`config.mk`:
```
export PLATFORM = sky130hd
export DESIGN_NAME = led_blink_pattern_sequencer
export DESIGN_NICKNAME = d
export VERILOG_FILES = /design/src/design/lbps_pkg.sv /design/src/design/lbps_step_store.sv /design/src/design/lbps_player.sv /design/src/design/led_blink_pattern_sequencer.sv
export SDC_FILE = /design/constraint.sdc
export NUM_CORES = 1
export LEC_CHECK = 0
export ABC_AREA = 1
export BUFFER_PORTS_ARGS = -buffer_cell sky130_fd_sc_hd__buf_2
export CAP_MARGIN = 20
export CORE_ASPECT_RATIO = 1.75
export CORE_MARGIN = 1.5
export CORE_UTILIZATION = 45
export CTS_CLUSTER_DIAMETER = 30
export DETAILED_ROUTE_END_ITERATION = 10
export HOLD_SLACK_MARGIN = 0.02
export PLACE_DENSITY = 0.64
export SLEW_MARGIN = 40
export SYNTH_ARGS = -nofsm -noshare
export SYNTH_HDL_FRONTEND = slang
export SYNTH_SLANG_ARGS = --single-unit
```
`constraint.sdc`:
```
create_clock -name clock -period 12.8 [get_ports clock]
set_clock_uncertainty 0.05 [all_clocks]
set_input_delay 0.64 -clock clock [delete_from_list [all_inputs] [get_ports clock]]
set_output_delay 0.64 -clock clock [all_outputs]
set_load 0.05 [all_outputs]
```
`src/design/lbps_pkg.sv`:
```
`default_nettype none

package lbps_pkg;

   localparam int NUM_PATTERNS      = 4;
   localparam int STEPS_PER_PATTERN = 4;

   localparam int PAT_W         = 2;
   localparam int STEP_W        = 2;
   localparam int MS_W          = 16;
   localparam int REP_W         = 8;
   localparam int CNT_W         = 3;
   localparam int USED_W        = 3;
   localparam int MASK_W        = NUM_PATTERNS;
   localparam int STEP_COUNTS_W = CNT_W * NUM_PATTERNS;
   localparam int PHASE_W       = 3;
   localparam int CSR_INDEX_W   = 3;
   localparam int CSR_DATA_W    = 16;

   localparam int ROWS  = NUM_PATTERNS * STEPS_PER_PATTERN / 2;
   localparam int ROW_W = PAT_W + STEP_W - 1;

   localparam logic [MS_W-1:0] IDLE_POLL_MS = 16'd50;

   typedef enum logic [1:0] {
      ACT_TICK       = 2'd0,
      ACT_SET_ACTIVE = 2'd1,
      ACT_CLEAR_ALL  = 2'd2,
      ACT_WRITE_STEP = 2'd3
   } action_type;

   typedef enum logic [PHASE_W-1:0] {
      PH_IDLE  = 3'd0,
      PH_ON    = 3'd1,
      PH_OFF   = 3'd2,
      PH_INTER = 3'd3,
      PH_FRAME = 3'd4
   } phase_code_type;

   typedef enum logic [4:0] {
      ST_IDLE  = 5'b00001,
      ST_ON    = 5'b00010,
      ST_OFF   = 5'b00100,
      ST_INTER = 5'b01000,
      ST_FRAME = 5'b10000
   } state_type;

   typedef enum logic [CSR_INDEX_W-1:0] {
      REG_INTER_GAP   = 3'd0,
      REG_FRAME_GAP   = 3'd1,
      REG_PATTERNS    = 3'd2,
      REG_CONT_MASK   = 3'd3,
      REG_STEP_COUNTS = 3'd4
   } reg_index_type;

   typedef struct packed {
      logic [REP_W-1:0] repeat_count;
      logic [MS_W-1:0]  off_ms;
      logic [MS_W-1:0]  on_ms;
   } step_entry_type;

   typedef struct packed {
      action_type       action;
      logic [PAT_W-1:0] pattern_index;
      logic [STEP_W-1:0] step_index;
      logic             active;
      step_entry_type   entry;
   } item_type;

   typedef struct packed {
      logic [MS_W-1:0]          inter_gap_ms;
      logic [MS_W-1:0]          frame_gap_ms;
      logic [USED_W-1:0]        patterns_in_use;
      logic [MASK_W-1:0]        continuous_mask;
      logic [STEP_COUNTS_W-1:0] step_counts;
   } cfg_type;

   typedef struct packed {
      logic              led_on;
      phase_code_type    phase;
      logic [PAT_W-1:0]  current_pattern;
      logic [STEP_W-1:0] current_step;
   } status_type;

   typedef struct packed {
      logic              en;
      logic [PAT_W-1:0]  pattern;
      logic [STEP_W-1:0] step;
      step_entry_type    entry;
   } store_wr_type;

   typedef struct packed {
      logic [PAT_W-1:0]  pattern;
      logic [STEP_W-1:0] step;
      logic [PAT_W-1:0]  first_pattern;
   } store_addr_type;

   typedef struct packed {
      step_entry_type  cur;
      logic [MS_W-1:0] next_on;
      logic [MS_W-1:0] first_on;
   } store_rd_type;

endpackage

`default_nettype wire

```
`src/design/lbps_step_store.sv`:
```
`default_nettype none

module lbps_step_store (
   input  wire                           clock,
   input  wire lbps_pkg::store_wr_type   wr,
   input  wire lbps_pkg::store_addr_type addr,
   output lbps_pkg::store_rd_type        rd
);
   import lbps_pkg::*;

   // even and odd steps live in separate banks so a step and its successor
   // come out together; step 0 of each pattern is mirrored for pattern starts
   step_entry_type  even_ff [ROWS];
   step_entry_type  odd_ff  [ROWS];
   logic [MS_W-1:0] first_on_ff [NUM_PATTERNS];

   logic [ROW_W-1:0]  wr_row;
   logic [STEP_W-1:0] step_plus;
   logic [ROW_W-1:0]  even_row;
   logic [ROW_W-1:0]  odd_row;

   assign wr_row    = {wr.pattern, wr.step[STEP_W-1:1]};
   assign step_plus = addr.step + STEP_W'(1);
   assign even_row  = {addr.pattern,
                       addr.step[0] ? step_plus[STEP_W-1:1] : addr.step[STEP_W-1:1]};
   assign odd_row   = {addr.pattern, addr.step[STEP_W-1:1]};

   always_ff @(posedge clock) begin
      if (wr.en) begin
         if (wr.step[0]) begin
            odd_ff[wr_row] <= wr.entry;
         end else begin
            even_ff[wr_row] <= wr.entry;
         end
         if (wr.step == '0) begin
            first_on_ff[wr.pattern] <= wr.entry.on_ms;
         end
      end
   end

   always_comb begin
      if (addr.step[0]) begin
         rd.cur     = odd_ff[odd_row];
         rd.next_on = even_ff[even_row].on_ms;
      end else begin
         rd.cur     = even_ff[even_row];
         rd.next_on = odd_ff[odd_row].on_ms;
      end
      rd.first_on = first_on_ff[addr.first_pattern];
   end

endmodule

`default_nettype wire

```
`src/design/lbps_player.sv`:
```
`default_nettype none

module lbps_player (
   input  wire                        clock,
   input  wire                        reset,
   input  wire                        go,
   input  wire lbps_pkg::item_type    item,
   input  wire lbps_pkg::cfg_type     cfg,
   output lbps_pkg::status_type       status_in
);
   import lbps_pkg::*;

   logic [NUM_PATTERNS-1:0] active_ff, active_in;
   state_type               phase_ff, phase_in;
   logic [PAT_W-1:0]        pat_ff, pat_in;
   logic [STEP_W-1:0]       step_ff, step_in;
   logic [REP_W-1:0]        pulse_ff, pulse_in;
   logic [MS_W-1:0]         remain_ff, remain_in;
   logic                    led_ff, led_in;

   store_wr_type   st_wr;
   store_addr_type st_addr;
   store_rd_type   st_rd;

   logic [USED_W-1:0]       used;
   logic [CNT_W-1:0]        cnt_fld;
   logic [CNT_W-1:0]        cnt_arr [NUM_PATTERNS];
   logic [NUM_PATTERNS-1:0] defined;
   logic [NUM_PATTERNS-1:0] cont_act;
   logic [NUM_PATTERNS-1:0] def_act;
   logic                    c_found, f_found, nx_found;
   logic [PAT_W-1:0]        c_idx, f_idx, nx_idx;

   logic                    playing;
   logic                    restart;
   logic [REP_W-1:0]        pulse_nx;
   logic [STEP_W-1:0]       step_nx;
   logic [CNT_W-1:0]        cnt_cur;
   logic                    step_over;
   logic                    has_next;
   logic [MS_W-1:0]         rem_dec;

   state_type               a_phase;
   logic [PAT_W-1:0]        a_pat;
   logic [STEP_W-1:0]       a_step;
   logic [REP_W-1:0]        a_pulse;
   logic [MS_W-1:0]         a_rem;
   logic                    a_led;
   logic [MS_W-1:0]         start_rem;

   always_comb begin
      cnt_fld = '0;
      used = (cfg.patterns_in_use > USED_W'(NUM_PATTERNS)) ? USED_W'(NUM_PATTERNS)
                                                           : cfg.patterns_in_use;
      for (int p = 0; p < NUM_PATTERNS; p++) begin
         cnt_fld    = cfg.step_counts[CNT_W*p +: CNT_W];
         cnt_arr[p] = (cnt_fld > CNT_W'(STEPS_PER_PATTERN)) ? CNT_W'(STEPS_PER_PATTERN)
                                                            : cnt_fld;
         defined[p]  = USED_W'(p) < used;
         cont_act[p] = defined[p] && cfg.continuous_mask[p] && active_ff[p];
         def_act[p]  = defined[p] && !cfg.continuous_mask[p] && active_ff[p];
      end
   end

   always_comb begin
      c_found  = 1'b0;
      c_idx    = '0;
      f_found  = 1'b0;
      f_idx    = '0;
      nx_found = 1'b0;
      nx_idx   = '0;
      for (int p = NUM_PATTERNS - 1; p >= 0; p--) begin
         if (cont_act[p]) begin
            c_found = 1'b1;
            c_idx   = PAT_W'(p);
         end
         if (def_act[p]) begin
            f_found = 1'b1;
            f_idx   = PAT_W'(p);
         end
         if (def_act[p] && (PAT_W'(p) > pat_ff)) begin
            nx_found = 1'b1;
            nx_idx   = PAT_W'(p);
         end
      end
   end

   assign playing   = (phase_ff == ST_ON) || (phase_ff == ST_OFF);
   assign restart   = (playing && (!defined[pat_ff] || cfg.continuous_mask[pat_ff]))
                      || (phase_ff == ST_IDLE) || (phase_ff == ST_FRAME);
   assign pulse_nx  = pulse_ff + REP_W'(1);
   assign step_nx   = step_ff + STEP_W'(1);
   assign cnt_cur   = c_found ? cnt_arr[c_idx] : cnt_arr[pat_ff];
   assign step_over = {1'b0, step_ff} >= cnt_cur;
   assign has_next  = ({1'b0, step_ff} + CNT_W'(1)) < cnt_cur;
   assign rem_dec   = (remain_ff != '0) ? remain_ff - MS_W'(1) : remain_ff;

   assign st_addr.pattern       = pat_ff;
   assign st_addr.step          = step_ff;
   assign st_addr.first_pattern = c_found ? c_idx : (restart ? f_idx : nx_idx);
   assign start_rem = (cnt_arr[st_addr.first_pattern] != '0) ? st_rd.first_on : '0;

   assign st_wr.en      = go && (item.action == ACT_WRITE_STEP);
   assign st_wr.pattern = item.pattern_index;
   assign st_wr.step    = item.step_index;
   assign st_wr.entry   = item.entry;

   lbps_step_store u_store (
      .clock (clock),
      .wr    (st_wr),
      .addr  (st_addr),
      .rd    (st_rd)
   );

   always_comb begin
      a_phase = phase_ff;
      a_pat   = pat_ff;
      a_step  = step_ff;
      a_pulse = pulse_ff;
      a_rem   = remain_ff;
      a_led   = led_ff;
      if (c_found) begin
         if (cnt_cur == '0) begin
            a_pat   = c_idx;
            a_step  = '0;
            a_pulse = '0;
            a_phase = ST_OFF;
            a_led   = 1'b0;
            a_rem   = IDLE_POLL_MS;
         end else if (!playing || (pat_ff != c_idx) || step_over) begin
            a_pat   = c_idx;
            a_step  = '0;
            a_pulse = '0;
            a_phase = ST_ON;
            a_led   = 1'b1;
            a_rem   = start_rem;
         end else if (phase_ff == ST_ON) begin
            a_phase = ST_OFF;
            a_led   = 1'b0;
            a_rem   = st_rd.cur.off_ms;
         end else begin
            a_phase = ST_ON;
            a_led   = 1'b1;
            if (pulse_nx >= st_rd.cur.repeat_count) begin
               a_pulse = '0;
               if (has_next) begin
                  a_step = step_nx;
                  a_rem  = st_rd.next_on;
               end else begin
                  a_step = '0;
                  a_rem  = st_rd.first_on;
               end
            end else begin
               a_pulse = pulse_nx;
               a_rem   = st_rd.cur.on_ms;
            end
         end
      end else if (restart) begin
         if (f_found) begin
            a_pat   = f_idx;
            a_step  = '0;
            a_pulse = '0;
            a_phase = ST_ON;
            a_led   = 1'b1;
            a_rem   = start_rem;
         end else begin
            a_phase = ST_IDLE;
            a_led   = 1'b0;
            a_rem   = IDLE_POLL_MS;
         end
      end else if (phase_ff == ST_INTER) begin
         if (nx_found) begin
            a_pat   = nx_idx;
            a_step  = '0;
            a_pulse = '0;
            a_phase = ST_ON;
            a_led   = 1'b1;
            a_rem   = start_rem;
         end else begin
            a_phase = ST_FRAME;
            a_led   = 1'b0;
            a_rem   = cfg.frame_gap_ms;
         end
      end else if (!step_over && (phase_ff == ST_ON)) begin
         a_phase = ST_OFF;
         a_led   = 1'b0;
         a_rem   = st_rd.cur.off_ms;
      end else if (!step_over && (pulse_nx < st_rd.cur.repeat_count)) begin
         a_pulse = pulse_nx;
         a_phase = ST_ON;
         a_led   = 1'b1;
         a_rem   = st_rd.cur.on_ms;
      end else if (!step_over && has_next) begin
         a_pulse = '0;
         a_step  = step_nx;
         a_phase = ST_ON;
         a_led   = 1'b1;
         a_rem   = st_rd.next_on;
      end else begin
         if (!step_over) begin
            a_pulse = '0;
         end
         a_led = 1'b0;
         if (nx_found) begin
            a_phase = ST_INTER;
            a_rem   = cfg.inter_gap_ms;
         end else begin
            a_phase = ST_FRAME;
            a_rem   = cfg.frame_gap_ms;
         end
      end
   end

   always_comb begin
      active_in = active_ff;
      phase_in  = phase_ff;
      pat_in    = pat_ff;
      step_in   = step_ff;
      pulse_in  = pulse_ff;
      remain_in = remain_ff;
      led_in    = led_ff;
      if (go) begin
         case (item.action)
            ACT_TICK: begin
               remain_in = rem_dec;
               if (rem_dec == '0) begin
                  phase_in  = a_phase;
                  pat_in    = a_pat;
                  step_in   = a_step;
                  pulse_in  = a_pulse;
                  remain_in = a_rem;
                  led_in    = a_led;
               end
            end
            ACT_SET_ACTIVE: begin
               if (defined[item.pattern_index]) begin
                  active_in[item.pattern_index] = item.active;
               end
            end
            ACT_CLEAR_ALL: begin
               active_in = '0;
            end
            default: begin
            end
         endcase
      end
   end

   always_comb begin
      status_in.led_on          = led_in;
      status_in.current_pattern = pat_in;
      status_in.current_step    = step_in;
      case (phase_in)
         ST_IDLE:  status_in.phase = PH_IDLE;
         ST_ON:    status_in.phase = PH_ON;
         ST_OFF:   status_in.phase = PH_OFF;
         ST_INTER: status_in.phase = PH_INTER;
         ST_FRAME: status_in.phase = PH_FRAME;
         default:  status_in.phase = PH_IDLE;
      endcase
   end

   always_ff @(posedge clock) begin
      if (reset) begin
         active_ff <= '0;
         phase_ff  <= ST_IDLE;
         pat_ff    <= '0;
         step_ff   <= '0;
         pulse_ff  <= '0;
         remain_ff <= IDLE_POLL_MS;
         led_ff    <= 1'b0;
      end else begin
         active_ff <= active_in;
         phase_ff  <= phase_in;
         pat_ff    <= pat_in;
         step_ff   <= step_in;
         pulse_ff  <= pulse_in;
         remain_ff <= remain_in;
         led_ff    <= led_in;
      end
   end

endmodule

`default_nettype wire

```
`src/design/led_blink_pattern_sequencer.sv`:
```
`default_nettype none

// channel   direction  handshake                  payload
// req_      in         req_valid / req_ready      action, pattern/step index, active,
//                                                 on_ms, off_ms, repeat_count
// rsp_      out        rsp_valid / rsp_ready      led_on, phase, current_pattern,
//                                                 current_step
// csr_      in         csr_wen                    csr_index, csr_wdata
//
// One request per cycle sustained while responses are taken; a response passes
// through the input register, then the result register, before it turns valid.
// The sequencer state updates in the cycle a request moves from the input
// register into the result register.
// A stalled response holds the input register; one more request is still taken.
// Synchronous reset clears the sequencer and config; step storage has no reset.

module led_blink_pattern_sequencer (
   input  wire                                 clock,
   input  wire                                 reset,
   input  wire                                 req_valid,
   output logic                                req_ready,
   input  wire  [1:0]                          req_action,
   input  wire  [lbps_pkg::PAT_W-1:0]          req_pattern_index,
   input  wire  [lbps_pkg::STEP_W-1:0]         req_step_index,
   input  wire                                 req_active,
   input  wire  [lbps_pkg::MS_W-1:0]           req_on_ms,
   input  wire  [lbps_pkg::MS_W-1:0]           req_off_ms,
   input  wire  [lbps_pkg::REP_W-1:0]          req_repeat_count,
   output logic                                rsp_valid,
   input  wire                                 rsp_ready,
   output logic                                rsp_led_on,
   output logic [lbps_pkg::PHASE_W-1:0]        rsp_phase,
   output logic [lbps_pkg::PAT_W-1:0]          rsp_current_pattern,
   output logic [lbps_pkg::STEP_W-1:0]         rsp_current_step,
   input  wire                                 csr_wen,
   input  wire  [lbps_pkg::CSR_INDEX_W-1:0]    csr_index,
   input  wire  [lbps_pkg::CSR_DATA_W-1:0]     csr_wdata
);
   import lbps_pkg::*;

   logic       in_valid_ff, in_valid_in;
   item_type   in_item_ff, in_item_in;
   logic       rsp_valid_ff, rsp_valid_in;
   status_type rsp_status_ff;
   status_type status_in;
   cfg_type    cfg_ff, cfg_in;
   logic       go;
   logic       req_accept;

   assign go         = in_valid_ff && (!rsp_valid_ff || rsp_ready);
   assign req_ready  = !in_valid_ff || go;
   assign req_accept = req_valid && req_ready;

   always_comb begin
      in_item_in.action        = action_type'(req_action);
      in_item_in.pattern_index = req_pattern_index;
      in_item_in.step_index    = req_step_index;
      in_item_in.active        = req_active;
      in_item_in.entry.on_ms        = req_on_ms;
      in_item_in.entry.off_ms       = req_off_ms;
      in_item_in.entry.repeat_count = req_repeat_count;
   end

   always_comb begin
      if (req_accept) begin
         in_valid_in = 1'b1;
      end else if (go) begin
         in_valid_in = 1'b0;
      end else begin
         in_valid_in = in_valid_ff;
      end
      if (go) begin
         rsp_valid_in = 1'b1;
      end else if (rsp_ready) begin
         rsp_valid_in = 1'b0;
      end else begin
         rsp_valid_in = rsp_valid_ff;
      end
   end

   always_comb begin
      cfg_in = cfg_ff;
      if (csr_wen) begin
         case (csr_index)
            REG_INTER_GAP:   cfg_in.inter_gap_ms    = csr_wdata[MS_W-1:0];
            REG_FRAME_GAP:   cfg_in.frame_gap_ms    = csr_wdata[MS_W-1:0];
            REG_PATTERNS:    cfg_in.patterns_in_use = csr_wdata[USED_W-1:0];
            REG_CONT_MASK:   cfg_in.continuous_mask = csr_wdata[MASK_W-1:0];
            REG_STEP_COUNTS: cfg_in.step_counts     = csr_wdata[STEP_COUNTS_W-1:0];
            default: begin
            end
         endcase
      end
   end

   lbps_player u_player (
      .clock     (clock),
      .reset     (reset),
      .go        (go),
      .item      (in_item_ff),
      .cfg       (cfg_ff),
      .status_in (status_in)
   );

   always_ff @(posedge clock) begin
      if (reset) begin
         in_valid_ff  <= 1'b0;
         rsp_valid_ff <= 1'b0;
         cfg_ff       <= '0;
      end else begin
         in_valid_ff  <= in_valid_in;
         rsp_valid_ff <= rsp_valid_in;
         cfg_ff       <= cfg_in;
      end
   end

   always_ff @(posedge clock) begin
      if (req_accept) begin
         in_item_ff <= in_item_in;
      end
      if (go) begin
         rsp_status_ff <= status_in;
      end
   end

   assign rsp_valid           = rsp_valid_ff;
   assign rsp_led_on          = rsp_status_ff.led_on;
   assign rsp_phase           = rsp_status_ff.phase;
   assign rsp_current_pattern = rsp_status_ff.current_pattern;
   assign rsp_current_step    = rsp_status_ff.current_step;

   a_go_fills_rsp: assert property (@(posedge clock) disable iff (reset)
      go |=> rsp_valid_ff)
      else $error("processed request did not reach the response register");

   a_led_matches_phase: assert property (@(posedge clock) disable iff (reset)
      rsp_valid_ff |-> (rsp_status_ff.led_on == (rsp_status_ff.phase == PH_ON)))
      else $error("LED level disagrees with phase");

   a_pending_held: assert property (@(posedge clock) disable iff (reset)
      (in_valid_ff && !go) |=> (in_valid_ff && $stable(in_item_ff)))
      else $error("pending request lost or overwritten");

endmodule

`default_nettype wire
```
==> results of run 1 <==
sequential cells by signal (all words and copies together), names as in the netlist, 3 cells and up:
register and cells:
rsp_phase 3, u_player.phase_ff 5, u_player.remain_ff 16, in_item_ff 47, u_player.u_store.first_on_ff 64, cfg_ff 51, u_player.pulse_ff 8, u_player.u_store.even_ff 320
u_player.u_store.odd_ff 320, u_player.active_ff 4
per-stage QoR:
stage               power [mW]  setup WS [ns]  hold slack [ns]
floorplan                 3.19           8.15            0.380
global placement          3.25           6.03            0.396
detailed placement        3.25           5.93            0.404
CTS                       6.53           5.92           0.0208
global route              6.65           5.33           0.0382
finish                    6.49           5.91           0.0591
power by group:
| part | internal, mW | total, mW | leakage, nW | switching, mW |
|---|---|---|---|---|
| combinational | 0.0318 | 0.114 | 5.96 | 0.0822 |
| clock | 2.03 | 3.29 | 1.93 | 1.26 |
| sequential | 3.05 | 3.09 | 7.60 | 0.0434 |
cells in the mapped netlist, drive strengths merged:
library cell	n
a211oi	14
a21boi	2
a21oi	141
a221oi	2
a31oi	3
a32oi	1
and2	1
and3	1
buf	45
clkbuf	141
clkinv	5
dfxtp	91
edfxtp	759
ha	14
inv	185
mux2i	6
nand2	538
nand3	124
nand3b	1
nand4	34
nor2	603
nor3	55
nor3b	2
nor4	6
o2111ai	7
o211ai	32
o21a	1
o21ai	441
o21bai	2
o221ai	36
o22ai	86
o311ai	1
o31ai	1
o32ai	14
o41ai	6
or2	10
xnor2	2
xor2	16
worst max-delay path, stage by stage, from the launching register on:
cell      delay [ns]
dfxtp_4         0.81
buf_4           0.58
ha_4            0.52
inv_4           0.45
buf_4           0.68
o21ai_0         0.17
o22ai_1         0.14
nand2_1         0.07
o221ai_1        0.08
mux2i_1         0.10
ha_1            0.32
nand2_1         0.12
o21ai_0         0.23
nand4_1         0.11
nand2_1         0.20
clkinv_1        0.39
o21ai_2         0.66
a21oi_1         0.14
nor3_1          0.31
o21ai_2         0.14
nand4_1         0.14
nand2_1         0.07
kinds of logic after synthesis:
group	share of synthesized area, %
buf+inv	4.19
mux	0.163
fa+ha+maj	0.476
compound gates	12.4
simple gates	15.5
xor+xnor	0.428
flops	66.9
final cells by class:
type	count	area share, %
Clock buffer	139	7.27
Multi-Input combinational cell	2203	25.5
Timing Repair Buffer	157	2.49
Sequential cell	850	57.8
Clock inverter	82	2.14
Inverter	190	1.69
Tap cell	1050	3.09
per-layer routing:
metal,routed length (um),global-route usage (%),share of wire [%],up-vias
li1,-,-,-,12400
met1,41300,30.8,36,13200
met2,59200,48.6,51,1028
met3,6810,4.43,5.9,304
met4,8150,18.4,7.1,0
met5,0,0,0,-
worst max-delay path by stage:
stage | from | endpoint | cells past startpoint | slack, ns
6_report | u_player.step_ff[1] | rsp_phase[1] | 21 | 5.91
5_1_grt | u_player.step_ff[1] | u_player.remain_ff[0] | 24 | 5.33
4_1_cts | u_player.step_ff[1] | u_player.remain_ff[0] | 24 | 5.92
3_5_place_dp | u_player.step_ff[1] | rsp_phase[0] | 21 | 5.93
3_3_place_gp | u_player.step_ff[1] | rsp_phase[1] | 21 | 6.03
2_1_floorplan | u_player.step_ff[1] | u_player.remain_ff[1] | 30 | 8.15
==> reports/results.ini, run 1 <==
[run_status]
status = finished, final reports clean

[clocking]
cts_setup_buffers = 0
numCtsBuffers = 116
clkLatencyLatePin_ns = 0.71
ctsResizeCount = 0
htree_levels = 3
hold_buffers = 14
cts_tree = built
clkTransAtPathRegs_ns = 0.06
clockBufferDepth = 3
cts.sinks = 850
cts-root-buf = clkbuf_16

[worst_setup_path]
arrival_ns = 7.30
criticalPathCategory = flop to flop
ff2ff_setup_slack_ns = 5.91
reg2reg_to = rsp_phase[1]
cp.required_ns = 13.21
critPathLaunchType = flop
path_max_fanout = 75
r2r_cells = 21
r2r-start = u_player.step_ff[1]
setup.worst_path.end_class = flop

[detailed_routing]
wl_per_cell_um = 24.7
dr.pass1.iters = 5
drc_errors = 0
dr_total_vias = 26900
ant_nets = 0
drt-initial-drc-count = 2281
avgViaCountPerCell = 5.77
routed_wl_mm = 116

[floorplan]
die-width_um = 219
io_pins = 81
start_util_pct = 45.5
core_um2 = 81000
fp.dieH_um = 381
die_area_um2 = 83600
rows = 138

[sta]
finalHoldViolations = 0
layout_min_cycle_time_ns = 6.89
tns_ns = 0
maxSlewViolCount = 0
fmax_mhz = 145
grt_setup_unrepaired = false
min_period_over_period_pct = 53.8
slew_headroom_pct = 38.5
setup_viol = 0
worstMarginPinSlew_ns = 0.913

[cells_and_area]
fin_area_um2 = 42600
final_cell_mix = 759 x edfxtp_1, 587 x nor2_1, 521 x nand2_1
final_common_cell = edfxtp_1
fin_util_pct = 52.6
final_cells = 4671
final_nets = 3603
area_growth_pct = 15.7
multiInputGateArea_um2 = 10900
fill_cells = 6961
n_antenna_cell = 0
regArea_um2 = 24600
drive_gt1_share_pct = 12.3

[yosys]
synth_cell_type_count = 62
synthTopCellsByArea = edfxtp_1 62%, nor2_1 6.0%, o21ai_0 5.6%, nand2_1 5.3%, dfxtp_1 4.9%
synth-seq-cells = 850
synth_nets = 3514
yosysSeqAreaShare_pct = 66.9
synthesis.area_um2 = 36800
syn_inst = 3429
synth.avg_cell_area_um2 = 10.7
yosysTopAreaCellShare_pct = 61.9
yosysWarnings = 0
yosys.area.top_type = edfxtp_1

[min_path]
min_path_type = input port to flop
holdPathStages = 1
min_to = in_item_ff[27]
min_from = req_off_ms[11]

[pwr]
power.leakage_nw = 15.5
vdd_drop_max_uv = 118
cellPowerDensity_nw_per_um2 = 152

[place]
placed_cells = 4436
hpwl_mm = 71.7
portBuffers = 80
gp_congestion = 1.04
placed_area_um2 = 38400

[global_routing]
grt_max_degree = 76
grt_pass1_wl_mm = 169
overflow = 0
grt_usage_pct = 27.7
antenna_found_initial = 1
grt_pass1_vias = 26600

[run]
drv_cap = 0

Power figures use the tool's default switching activity.
==> inputs of run 2 (changes only) <==
--- a/config.mk
+++ b/config.mk
@@ -14,7 +14,7 @@
 export CTS_CLUSTER_DIAMETER = 30
 export DETAILED_ROUTE_END_ITERATION = 10
 export HOLD_SLACK_MARGIN = 0.02
-export PLACE_DENSITY = 0.64
+export PLACE_DENSITY = 0.67
 export SLEW_MARGIN = 40
 export SYNTH_ARGS = -nofsm -noshare
 export SYNTH_HDL_FRONTEND = slang
==> constraint.sdc (replaced) <==
create_clock -name clock -period 6 [get_ports clock]
set_clock_uncertainty 0.05 [all_clocks]
set_input_delay 0.3 -clock clock [delete_from_list [all_inputs] [get_ports clock]]
set_output_delay 0.3 -clock clock [all_outputs]
set_load 0.05 [all_outputs]
==> run 2 against run 1 <==
Hold slack improved by 0.087 ns; total power increased by 110%; non-clock buffer count up 64.
==> reports/results.ini, run 2 (synthesized netlist as in run 1, its figures left out) <==
[clocking]
clockBufferDepth = 3
numCtsBuffers = 108
clkLatencyLatePin_ns = 0.71
htree_levels = 3
cts_tree = built
cts.sinks = 850
clkTransAtPathRegs_ns = 0.06
ctsResizeCount = 0
cts-root-buf = clkbuf_16

[sta]
slew_headroom_pct = 38.4
tns_ns = 0
setup_slack_ns = 0.929
worstMarginPinSlew_ns = 0.924
finalHoldViolations = 0
fmax_mhz = 197
min_period_over_period_pct = 84.5
setup_viol = 0
maxSlewViolCount = 0
layout_min_cycle_time_ns = 5.07
grt_setup_unrepaired = false

[worst_setup_path]
criticalPathCategory = flop to flop
crit_chain = ha_4 -> inv_4 -> o21ai_0 -> o22ai_1 -> nand2_1 -> o221ai_1 -> mux2i_1 -> ha_1 -> nand2_1 -> o21ai_0 -> nand4_1 -> nand2_1 -> clkinv_1 -> o21ai_2 -> o21ai_0 -> nand4_1 -> o21ai_1 -> nor2_2 -> nand4_1 -> nand2_1
path_buf_inv = 2
slowest_stage = o21ai_2
arrival_ns = 5.59
crit_family = compound AO/OA/AOI/OAI gates
ff2ff_setup_slack_ns = 0.93
setup.worst_path.end_class = flop
cp.required_ns = 6.51
cpMostUsedCell = nand2_1
max_stage_delay_ns = 0.59
critPathLaunchType = flop
path_max_fanout = 44

[cells_and_area]
top_regs = u_player.u_store.even_ff x320, u_player.u_store.odd_ff x320, u_player.u_store.first_on_ff x64
final_common_cell = edfxtp_1
final_cell_mix = 759 x edfxtp_1, 587 x nor2_1, 521 x nand2_1
area_growth_pct = 16.6
drive_gt1_share_pct = 12.2
final_nets = 3659
n_antenna_cell = 0

[detailed_routing]
dr_total_vias = 27200
wl_per_cell_um = 24.1
routed_wl_mm = 114
ant_nets = 0
dr.pass1.iters = 5
avgViaCountPerCell = 5.77
drc_errors = 0
drt-initial-drc-count = 2443

[place]
gp_congestion = 1.04
hpwl_mm = 70.6
portBuffers = 80
place_ws_ns = 1.09

[min_path]
min_path_type = input port to flop

[floorplan]
rows = 138
io_pins = 81
die-width_um = 219
start_util_pct = 45.5
die_area_um2 = 83600
fp.dieH_um = 381
core_um2 = 81000

[run_status]
status = finished, final reports clean

[pwr]
power.leakage_nw = 15.6
vdd_drop_max_uv = 200
power_mw = 13.4
cellPowerDensity_nw_per_um2 = 312

[global_routing]
grt_pass1_vias = 27000
grt_max_degree = 104
grt_usage_pct = 27.4
overflow = 0
antenna_found_initial = 0
grt_pass1_wl_mm = 167

[run]
drv_cap = 0

[run 2: metal layers]
layer / track usage, % / share of wire [%] / vias to the layer above / routed length [um]
met4: 19.3 / 7.8 / 0 / 8840
li1: - / - / 12500 / -
met3: 4.32 / 6.5 / 401 / 7430
met5: 0 / 0 / - / 0
met2: 48.2 / 51 / 1190 / 58200
met1: 29.7 / 34 / 13200 / 39100
[run 2: final cells by class]
class	instances	area (um2)
timing repair buffer	221	1710
fill	6802	38100
sequential	850	24600
tap	1050	1310
clock buffer	116	2730
inverter	190	721
clock inverter	89	990
multi-input combinational	2203	10800
[run 2: worst paths after layout]
| kind | end | startpoint | cells past startpoint |
|---|---|---|---|
| min reg2reg | cfg_ff[50] | cfg_ff[50] | 2 |
| min | cfg_ff[15] | csr_wen | 5 |
| max | rsp_phase[1] | u_player.step_ff[0] | 20 |
| max reg2reg | rsp_phase[1] | u_player.step_ff[0] | 20 |
[run 2: worst register-to-register path, cell delays in order, from the launching register on]
cell and delay [ns]:
dfxtp_2 0.53, ha_4 0.35, inv_4 0.38, o21ai_0 0.14
o22ai_1 0.13, nand2_1 0.07, o221ai_1 0.10, mux2i_1 0.17
ha_1 0.31, nand2_1 0.14, o21ai_0 0.26, nand4_1 0.12
nand2_1 0.23, clkinv_1 0.42, o21ai_2 0.59, o21ai_0 0.24
nand4_1 0.19, o21ai_1 0.14, nor2_2 0.15, nand4_1 0.12
nand2_1 0.10
[run 2: stage by stage]
stage	instances	area (um2)	utilization (%)	hold WS (ns)
after floorplan	3429	36800	-	0.328
after global placement	4438	38400	47.4	0.398
after detailed placement	4442	38500	47.5	0.412
after CTS	4719	42900	53.0	0.0924
after global routing	4719	42900	53.0	0.186
final	4719	42900	53.0	0.146
[run 2: what timing repair did]
| item | 4_1_cts | 5_1_grt |
|---|---|---|
| setup buffers | 0 | 0 |
| endpoints found under the hold margin | 115 | 0 |
| hold buffers | 72 | 0 |
[run 2: report_power, final]
group          switching (mW)  total, mW  internal [mW]
clock                    2.71       6.55           3.84
sequential             0.0932       6.59           6.49
combinational           0.179      0.273         0.0938
total                    2.99       13.4           10.4
